[src/hw/rtl/lte_pkg.sv]
`default_nettype none

package lte_pkg;

    // Default edge length of the square grid
    localparam int GRID_SIZE_DEF = 64;

    // Item field widths
    localparam int FUNC_W   = 2;
    localparam int POS_W    = 6;
    localparam int CNT_W    = 4;
    localparam int POS_SPAN = 2 ** POS_W;

    // Operation codes
    localparam logic [FUNC_W-1:0] FUNC_TOGGLE = 2'd0;
    localparam logic [FUNC_W-1:0] FUNC_CLEAR  = 2'd1;
    localparam logic [FUNC_W-1:0] FUNC_STEP   = 2'd2;
    localparam logic [FUNC_W-1:0] FUNC_READ   = 2'd3;

    // Conway rule thresholds
    localparam logic [CNT_W-1:0] SURVIVE_MIN = 4'd2;
    localparam logic [CNT_W-1:0] BIRTH_CNT   = 4'd3;

endpackage

`default_nettype wire

[src/hw/rtl/lte_grid_mem.sv]
`default_nettype none

module lte_grid_mem #(
    parameter int GRID_SIZE = lte_pkg::GRID_SIZE_DEF
) (
    input  wire logic                         clk,
    input  wire logic                         rst_n,
    input  wire logic                         wr_en,
    input  wire logic [$clog2(GRID_SIZE)-1:0] wr_addr,
    input  wire logic [GRID_SIZE-1:0]         wr_data,
    input  wire logic [$clog2(GRID_SIZE)-1:0] rd_addr,
    output logic      [GRID_SIZE-1:0]         rd_data
);

    logic [GRID_SIZE-1:0] mem [GRID_SIZE];
    logic [GRID_SIZE-1:0] row_valid_reg;
    logic [GRID_SIZE-1:0] mem_q_reg;
    logic                 vld_q_reg;

    always_ff @(posedge clk)
    begin
        if (wr_en)
        begin
            mem[wr_addr] <= wr_data;
        end
        mem_q_reg <= mem[rd_addr];
    end

    // Rows never written read as all dead
    always_ff @(posedge clk or negedge rst_n)
    begin
        if (!rst_n)
        begin
            row_valid_reg <= '0;
            vld_q_reg     <= 1'b0;
        end
        else
        begin
            if (wr_en)
            begin
                row_valid_reg[wr_addr] <= 1'b1;
            end
            vld_q_reg <= row_valid_reg[rd_addr];
        end
    end

    assign rd_data = vld_q_reg ? mem_q_reg : '0;

endmodule

`default_nettype wire

[config.mk]
export PLATFORM = sky130hd
export DESIGN_NAME = lte_grid_mem
export DESIGN_NICKNAME = d
export VERILOG_FILES = /design/src/hw/rtl/lte_pkg.sv /design/src/hw/rtl/lte_grid_mem.sv
export SDC_FILE = /design/constraint.sdc
export NUM_CORES = 2
export LEC_CHECK = 0
export BUFFER_PORTS_ARGS = -buffer_cell sky130_fd_sc_hd__buf_2
export CORE_MARGIN = 1
export CORE_UTILIZATION = 45
export DETAILED_ROUTE_END_ITERATION = 10
export SYNTH_ARGS = -nofsm -noshare
export SYNTH_HDL_FRONTEND = slang
export SYNTH_SLANG_ARGS = --single-unit
[constraint.sdc]
create_clock -name clk -period 1.55 [get_ports clk]
set_input_delay 0.2325 -clock clk [delete_from_list [all_inputs] [get_ports clk]]
set_output_delay 0.2325 -clock clk [all_outputs]
set_load 0.01 [all_outputs]
==> metrics.yaml <==
setup_violations: 113
period_share: 1.49
multi_input_area_um2: 33500
synth.area.top_cells: "edfxtp_1, mux4_2, a22oi_1"
globalRoute.totalOverflow: 0
routed_via_density: 6.11
relSlewSlack: 0.128
worstMarginPinSlew_ns: 1.31
hold_class: "primary input to flop"
grt_pass1_wl_mm: 631
area_growth_syn_to_layout_pct: 22.8
violations: "setup timing"
dr_wl_met3_mm: 34.3
outcome: "finished, violations left"
stdcell_count: 13100
cts_tree: "yes"
critPathLaunchType: "flop"
seq_power_share: 0.519
drive_gt1_frac: 0.402
p_sw_frac: 0.216
final-seq-area_um2: 126000
die_h_um: 596
synth_top_cell_area_share: 0.775
drt-met1-wl_mm: 181
p_sw_mw: 52.9
min_period_ns: 2.31
nNetsFinal: 8167
path_clk_slew_ns: 0.06
first_global_vias: 81500
ir_worst_vdd_mv: 0.991
numPortBuffers: 142
grt_start_max_net_pins: 65
boundaryPins: 143
rsz0062_at_grt: "true"
avgSynthCellArea_um2: 23.5
power.density_nw_per_um2: 1260
largest_register_ffs: 4096
h-tree-depth: 5
firstDrtPassIters: 6
finClkSkew_ns: 0.0816
fp.dieW_um: 596
dieArea_um2: 355000
initial_core_util: 0.453
synth_edf_count: 4096
vias: 79800
synth_flop_cell: "edfxtp_1"
ys_seq_elements: 4225
max_freq_mhz: 433
dpl.cell_count: 12200
internal_power_mw: 192
track_usage: 0.252
netlist_area_um2: 159000
wl_met2_mm: 224
end_kind: "output port"
pwr-share-clk: 0.423
hold_viol: 0
worstPathArrival_ns: 2.08
synth_area_leader_cell: "edfxtp_1"
drc: 0
worstSetupPathType: "flop to output port"
gp_congestion: 0.843
netlist_instances: 6749
drv_cap: 0
coreArea_um2: 350000
comb_power_share: 0.058
numCtsBuffers: 428
root_buffer: "clkbuf_16"
drt_wl_total_mm: 452
ant_nets: 0
hpwl_mm: 288
final_max_slew_viol_count: 0
async_flop_share: 0.0154
cts.sinks: 4225
dr.first_iter.drc_count: 9825
timing.final.ws_setup_ns: -0.758
place_ws_ns: -1.33
seq_area_frac_synth: 0.794
leakagePower_nw: 62.7
clock_path_buffers: 4
antenna_found_initial: 28
timing.hold.ws_ns: 0.0347
insertion_delay_ns: 0.97
num-fill-cells: 25500
rows: 217
synth_warnings: 0
netlist-cell-type-count: 32
crit_fanout: 33
cp.required_ns: 1.32
syn-num-nets: 6828
top_layer_used: "met5"
routedWlPerCell_um: 34.6
metal layers:
metal / GRT usage / vias to the layer above
li1: - / 31900
met1: 0.351 / 43600
met2: 0.420 / 3623
met3: 0.0366 / 636
met4: 0.0655 / 10
met5: 0 / -
path summary, 6_finish.rpt:
path	startpoint	endpoint	slack, ns	cells after the start
worst max-delay path	vld_q_reg	rd_data[31]	-0.76	3
worst min-delay path	rd_addr[4]	mem_q_reg[6]	0.03	5
worst max register to register	mem[11][61]	mem_q_reg[61]	-0.25	5
worst min register to register	row_valid_reg[44]	row_valid_reg[44]	0.46	1
max in group asynchronous	rst_n	row_valid_reg[6]	0.68	4
min in group asynchronous	rst_n	row_valid_reg[58]	0.48	4
worst max-delay path, stage by stage, from the launching register on:
cell     delay, ns
dfrtp_4       0.50
buf_12        0.20
and2_1        0.19
buf_2         0.14
area by class of cell:
cell class,instances,share of cell area
tap,4599,0.0295
antenna,12,0.000154
multi-input combinational,2132,0.172
clock inverter,261,0.0140
timing repair buffer,1300,0.0796
clock buffer,534,0.0585
sequential,4225,0.646
inverter,1,0.0000193
power groups by stage:
stage	combinational, mW	sequential (mW)	clock (mW)
global placement	13.1	130	0
finish	14.2	127	104
detailed placement	13.3	130	0
global route	14.9	127	109
CTS	14.0	127	105
floorplan	6.56	129	0
Yosys cell counts, drive strengths merged (2+ instances only):
library cell / count
mux2i: 88
edfxtp: 4096
a31oi: 24
clkbuf: 195
and2: 67
a211oi: 49
or3: 3
nand3b: 3
nand2b: 9
dfxtp: 64
nand3: 111
mux4: 1040
or2: 67
or3b: 2
a211o: 16
dfrtp: 65
o221ai: 66
nor2: 68
buf: 196
o21ai: 40
nor2b: 32
a22oi: 260
and3: 41
nor3: 2
o22ai: 130
nand2: 12
repair_timing:
action | CTS | global route
setup endpoints to repair | 129 | 223
pin swaps | 136 | 73
hold buffers | 44 | 0
endpoints found under the hold margin | 2086 | 0
cloned | 0 | 6
resized for setup | 323 | 105
setup buffers | 0 | 13
layout by cell type (no fill, tap or decap), drive strengths merged, types with 2 or more instances in the layout:
cell         instances
or3b                 2
or2                 67
dfrtp               65
bufinv              43
a31oi               24
mux2i               88
clkbuf             540
a211o               16
dfxtp               64
diode               12
a22oi              260
dlygate4sd3         42
nor2b               32
nor2                68
and3                41
inv                 18
nand3              111
o22ai              130
nand2               12
a211oi              49
or3                  3
mux4              1040
nor3                 2
and2                67
nand3b               3
nand2b               9
edfxtp            4096
clkinvlp            24
o21ai               40
clkinv             177
buf               1252
o221ai              66
metrics by stage:
step / setup TNS [ns] / power, mW / utilization / cell area, um^2
after floorplan: -3966.96 / 136 / - / 159000
after global placement: -1360.91 / 143 / 0.508 / 178000
after detailed placement: -1410.72 / 143 / 0.508 / 178000
after CTS: -55.22 / 246 / 0.554 / 194000
after global routing: -55.66 / 251 / 0.557 / 195000
final: -50.09 / 245 / 0.557 / 195000
cell families after synthesis:
kind of cell           Yosys count  synth area share
AO/OA/AOI/OAI                  585            0.0265
buffers and inverters          392            0.0122
flip-flops                    4225             0.794
multiplexers                  1128             0.153
AND/OR/NAND/NOR                419            0.0144
Note: power is estimated with default switching activity, not from simulation.
