**src/hw/rtl/lte_pkg.sv**
```systemverilog
`default_nettype none

package lte_pkg;

    // Default edge length of the square grid
    localparam int GRID_SIZE_DEF = 64;

    // Item field widths
    localparam int FUNC_W   = 2;
    localparam int POS_W    = 6;
    localparam int CNT_W    = 4;
    localparam int POS_SPAN = 2 ** POS_W;

    // Operation codes
    localparam logic [FUNC_W-1:0] FUNC_TOGGLE = 2'd0;
    localparam logic [FUNC_W-1:0] FUNC_CLEAR  = 2'd1;
    localparam logic [FUNC_W-1:0] FUNC_STEP   = 2'd2;
    localparam logic [FUNC_W-1:0] FUNC_READ   = 2'd3;

    // Conway rule thresholds
    localparam logic [CNT_W-1:0] SURVIVE_MIN = 4'd2;
    localparam logic [CNT_W-1:0] BIRTH_CNT   = 4'd3;

endpackage

`default_nettype wire

```
**src/hw/rtl/lte_row_unit.sv**
```systemverilog
`default_nettype none

module lte_row_unit #(
    parameter int GRID_SIZE = lte_pkg::GRID_SIZE_DEF
) (
    input  wire logic [GRID_SIZE-1:0]                     above,
    input  wire logic [GRID_SIZE-1:0]                     cur,
    input  wire logic [GRID_SIZE-1:0]                     below,
    output logic      [GRID_SIZE-1:0]                     next_row,
    output logic      [GRID_SIZE-1:0][lte_pkg::CNT_W-1:0] counts
);

    for (genvar c = 0; c < GRID_SIZE; c++)
    begin : g_lane
        localparam int L = (c == 0) ? GRID_SIZE - 1 : c - 1;
        localparam int R = (c == GRID_SIZE - 1) ? 0 : c + 1;

        assign counts[c] = lte_pkg::CNT_W'(above[L]) + lte_pkg::CNT_W'(above[c])
                         + lte_pkg::CNT_W'(above[R]) + lte_pkg::CNT_W'(cur[L])
                         + lte_pkg::CNT_W'(cur[R])   + lte_pkg::CNT_W'(below[L])
                         + lte_pkg::CNT_W'(below[c]) + lte_pkg::CNT_W'(below[R]);

        // Survive on two or three, birth on exactly three
        assign next_row[c] = (counts[c] == lte_pkg::BIRTH_CNT)
                           || (cur[c] && (counts[c] == lte_pkg::SURVIVE_MIN));
    end

endmodule

`default_nettype wire

```
**config.mk**
```make
export PLATFORM = sky130hd
export DESIGN_NAME = lte_row_unit
export DESIGN_NICKNAME = d
export VERILOG_FILES = /design/src/hw/rtl/lte_pkg.sv /design/src/hw/rtl/lte_row_unit.sv
export SDC_FILE = /design/constraint.sdc
export NUM_CORES = 1
export LEC_CHECK = 0
export BUFFER_PORTS_ARGS = -buffer_cell sky130_fd_sc_hd__buf_2
export CELL_PAD_IN_SITES_DETAIL_PLACEMENT = 1
export CELL_PAD_IN_SITES_GLOBAL_PLACEMENT = 1
export CORE_MARGIN = 5
export CORE_UTILIZATION = 33
export DETAILED_ROUTE_END_ITERATION = 8
export PLACE_DENSITY_LB_ADDON = 0.2
export SYNTH_ARGS = -nofsm -noshare
export SYNTH_HDL_FRONTEND = slang
export SYNTH_SLANG_ARGS = --single-unit
```
**constraint.sdc**
```tcl
create_clock -name vclk -period 2.71
set_input_delay 0.1355 -clock vclk [all_inputs]
set_output_delay 0.1355 -clock vclk [all_outputs]
set_load 0.1 [all_outputs]
```
==> implementation parameters, run 1 <==
Parameter                              Value

Status
  Stop stage    4_1_cts
  Run status    stopped before the end
  Error    [ERROR DPL-0033] detailed placement checks failed during check placement.

Synth
  Post-Syn Instances    1,279
  Yosys Warn Count    0
  Post-synthesis cell type count    13
  Synth Net Count    1,919
  Sequential share of the synthesized area    0%
  Post-synthesis instance area    approximately 0.012 mm^2
  Syn avg cell area    9.20 um^2

Floorplan
  Die outline height    199 um
  Initial core utilization    33.2%
  Die W    199 um
  Number of top-level pins    a little over 500
  Number of cell rows    between 60 and 70

Placed design
  Weighted congestion at the end of routability-driven global placement    0.900
  Estimated wirelength of the detail-placed design    63.1 mm
  Number of cells in the design after placement    2,645
  Number of buffers added on ports    512

Clock tree
  Post-cts repair resize count    626
  Number of buffers inserted by hold repair at cts    0
  Number of buffers added for setup after CTS    111
==> cells by family after synthesis <==
family | after synthesis | synth area share, %
xor+xnor | 64 | 4.76
simple gates | 89 | 4.30
compound gates | 167 | 10.7
fa+ha+maj | 448 | 64.0
buf+inv | 511 | 16.3
==> metrics by stage <==
stage / hold WS (ns) / utilization [%] / setup slack, ns / instance area (um^2) / TNS (ns)
detailed placement: 0.772 / 71.8 / -0.929 / 25400 / -112.83
floorplan: 0.566 / - / -2.61 / 14500 / -123.47
global placement: 0.760 / 71.8 / -0.718 / 25400 / -84.26
==> synthesized netlist by cell type <==
| library cell | instances | area (um^2) |
|---|---|---|
| sky130_fd_sc_hd__nor2_1 | 25 | 93.8 |
| sky130_fd_sc_hd__fa_1 | 256 | 5120 |
| sky130_fd_sc_hd__and2_2 | 9 | 67.6 |
| sky130_fd_sc_hd__xnor2_1 | 25 | 219 |
| sky130_fd_sc_hd__a211oi_1 | 39 | 293 |
| sky130_fd_sc_hd__o21ai_0 | 39 | 195 |
| sky130_fd_sc_hd__a21o_1 | 64 | 480 |
| sky130_fd_sc_hd__a2111oi_1 | 18 | 180 |
| sky130_fd_sc_hd__ha_1 | 192 | 2400 |
| sky130_fd_sc_hd__inv_1 | 511 | 1920 |
| sky130_fd_sc_hd__a2111oi_2 | 7 | 105 |
| sky130_fd_sc_hd__xor2_1 | 39 | 342 |
| sky130_fd_sc_hd__and2_1 | 55 | 344 |
==> inputs of run 2 (changes only) <==
Settings changed: CELL_PAD_IN_SITES_DETAIL_PLACEMENT 1 to default, CELL_PAD_IN_SITES_GLOBAL_PLACEMENT 1 to default, CORE_UTILIZATION 33 to 20, PLACE_DENSITY_LB_ADDON 0.2 to 0.15.
Clock period 2.71 ns to 3.5 ns, I/O delays scaled along.
==> run 2 against run 1 <==
Area after synthesis did not move. Synthesized cell count is the same. The flow now finishes without violations.
==> implementation parameters, run 2 <==
Parameter                              Value

Synth
  Post-Syn Instances    1,279 (unchanged)
  Cell types with the largest area share after synthesis    sky130_fd_sc_hd__fa_1, sky130_fd_sc_hd__ha_1, sky130_fd_sc_hd__inv_1
  Most common library cells after synthesis    sky130_fd_sc_hd__inv_1, sky130_fd_sc_hd__fa_1, sky130_fd_sc_hd__ha_1
  Post-synthesis instance area    0.0118 mm^2 (unchanged)
  Area fraction of the dominant cell type after synthesis    43.6% (unchanged)
  Post-synthesis cell type count    13 (unchanged)
  Leading area contributor after synthesis    sky130_fd_sc_hd__fa_1
  Yosys Warn Count    0 (unchanged)
  Syn avg cell area    9.20 um^2 (unchanged)
  Synth Net Count    1,919 (unchanged)
  Sequential share of the synthesized area    0% (unchanged)
  Most frequent cell after synthesis    sky130_fd_sc_hd__inv_1

STA
  Slew Limit Headroom    61.9%
  Number of slew-limit violations in the final report    0
  Total Negative Setup Slacks    0 ns
  Fin. Hold Viols    0
  Tightest Pin Transition    0.575 ns
  Unrepaired setup endpoints after global routing    true
  # setup viols final    0
  Maximum frequency from static timing analysis    292 MHz
  Final min period    about 3.4 ns
  Least setup slack across all paths after layout    0.0700 ns
  Fin Hold WS    between 0.8 and 0.9 ns
  Tcrit/Tclk final    98.0%

Status
  Run status    completed

Placed design
  Weighted congestion at the end of routability-driven global placement    0.875 (-2.7%)
  Minimum setup slack after placement    -0.0923 ns (+0.837 ns)
  Number of cells in the design after placement    2,635 (-0.38%)
  Estimated wirelength of the detail-placed design    43.7 mm (-31%)
  Number of buffers added on ports    512 (unchanged)

Global routing
  Maximum number of pins on one net before global-route repair    4
  Vias in the first global route    11.9k
  Number of antenna violations at the first check in global routing    18
  First-pass GRT wire length    69.1 mm
  Total congestion overflow after global routing    0
  Global-route usage over all layers    a little over an eighth

Layout
  Number of sequential cells    0
  Sequential cell area in the final layout    0 um^2
  Share of final-layout standard cells stronger than drive strength 1    49.1%
  Clock Buffer Count    0
  Fin cells    roughly 2.7k
  Multi-input gate area in the final layout    ~0.012 mm^2
  Number of fillers in the final layout    5,965
  Top library cells by usage in the layout, fill and taps aside    sky130_fd_sc_hd__inv_1, sky130_fd_sc_hd__buf_2, sky130_fd_sc_hd__buf_12, sky130_fd_sc_hd__fa_1, sky130_fd_sc_hd__ha_1
  Layout Nets    approximately 2.5k
  Layout area overhead    78.7%
  Most common cell after layout, fill and taps aside    sky130_fd_sc_hd__inv_1

Worst setup path
  Worst Path Class, Setup    in2out
  Critical path arrival    ~3.3 ns
  CP max stage cell    sky130_fd_sc_hd__fa_1
  Largest fanout of any net on the critical path    2
  Category of the worst setup path launch point    input pin
  Data required time at the worst endpoint    3.32 ns
  Largest stage delay on the critical path    about 0.52 ns
  Worst-path cell chain    buf_8 > inv_6 > fa_1 > fa_1 > fa_1 > inv_2 > ha_4 > inv_2 > fa_2 > xnor2_4 > a2111oi_4 > buf_12
  Critical Path Sink Type    output pin
  Critical path origin    cur[51]
  Most used cell, CP    sky130_fd_sc_hd__fa_1

Min path
  Launch point of the worst hold path    cur[59]
  Worst hold path type    in2out

Floorplan
  Total die area    between 0.06 and 0.07 mm^2
  Die outline height    253 um (+27%)
  Die W    253 um (+27%)
  Number of top-level pins    512 (unchanged)
  Initial core utilization    20.0% (-13 points)
  Number of cell rows    89 (+29%)
  Core Box Area    0.0587 mm^2

Drt
  Number of remaining DRC errors    0
  Average routed wire per standard cell    16.8 um
  Total routed wirelength    44.7 mm
  DRT Pass-1 Iters    4
  Total vias in the final route    ~10k
  Post-detailed-route via-to-cell ratio    just under 4
  Routed Antenna Nets    0
  Initial DRC Count    151

Run
  Number of max-capacitance violations reported    0
-- run 2: logic make-up after synthesis --
logic type                 Yosys count  share of synthesized area [%]
AOI/OAI and AO/OA                  167                           10.7
buffers and inverters              511                           16.3
adders and majority gates          448                           64.0
and+or+nand+nor                     89                           4.30
xor gates and xnor gates            64                           4.76
-- run 2: metal layers --
| metal | up-vias | track usage [%] | share of wire [%] |
|---|---|---|---|
| li1 | 4939 | - | - |
| met1 | 5018 | 15.9 | 37 |
| met2 | 338 | 25.1 | 51 |
| met3 | 44 | 4.97 | 9.8 |
| met4 | 22 | 1.26 | 1.3 |
| met5 | - | 0 | 0.34 |
-- run 2: metrics by stage --
step                cell area (um^2)  utilization, %
finish                         21000            35.8
global route                   21000            35.8
CTS                            20700            35.3
detailed placement             20700            35.2
global placement               20700            35.2
floorplan                      13600               -
-- run 2: cell type report --
type | count | share of cell area, %
well taps | 773 | 4.60
inverters | 511 | 9.17
repair buffers | 595 | 29.9
multi-input cells | 768 | 56.3
diodes | 5 | 0.0595
-- run 2: final timing paths --
| path | endpoint | slack [ns] | cells past startpoint |
|---|---|---|---|
| setup / recovery | next_row[52] | 0.07 | 12 |
| hold / removal | next_row[59] | 0.83 | 4 |
-- run 2: worst max-delay path, delay by kind of cell --
family                   cells  cell delay [ns]
AO/OA/AOI/OAI                1             0.39
XOR/XNOR                     1             0.16
adder cells (fa/ha/maj)      5             2.07
buffers and inverters        5             0.46
-- run 2: what timing repair did --
item                                    CTS  global route
gates resized for setup                  18            82
setup buffers                             1            12
endpoints found under the setup margin   12            36
pin swaps                                12            69
hold buffers                              0             0
Power of run 2 is left out: the tool's default activity adds up to more than one toggle a clock period on the data nets, which glitch-free logic cannot reach.
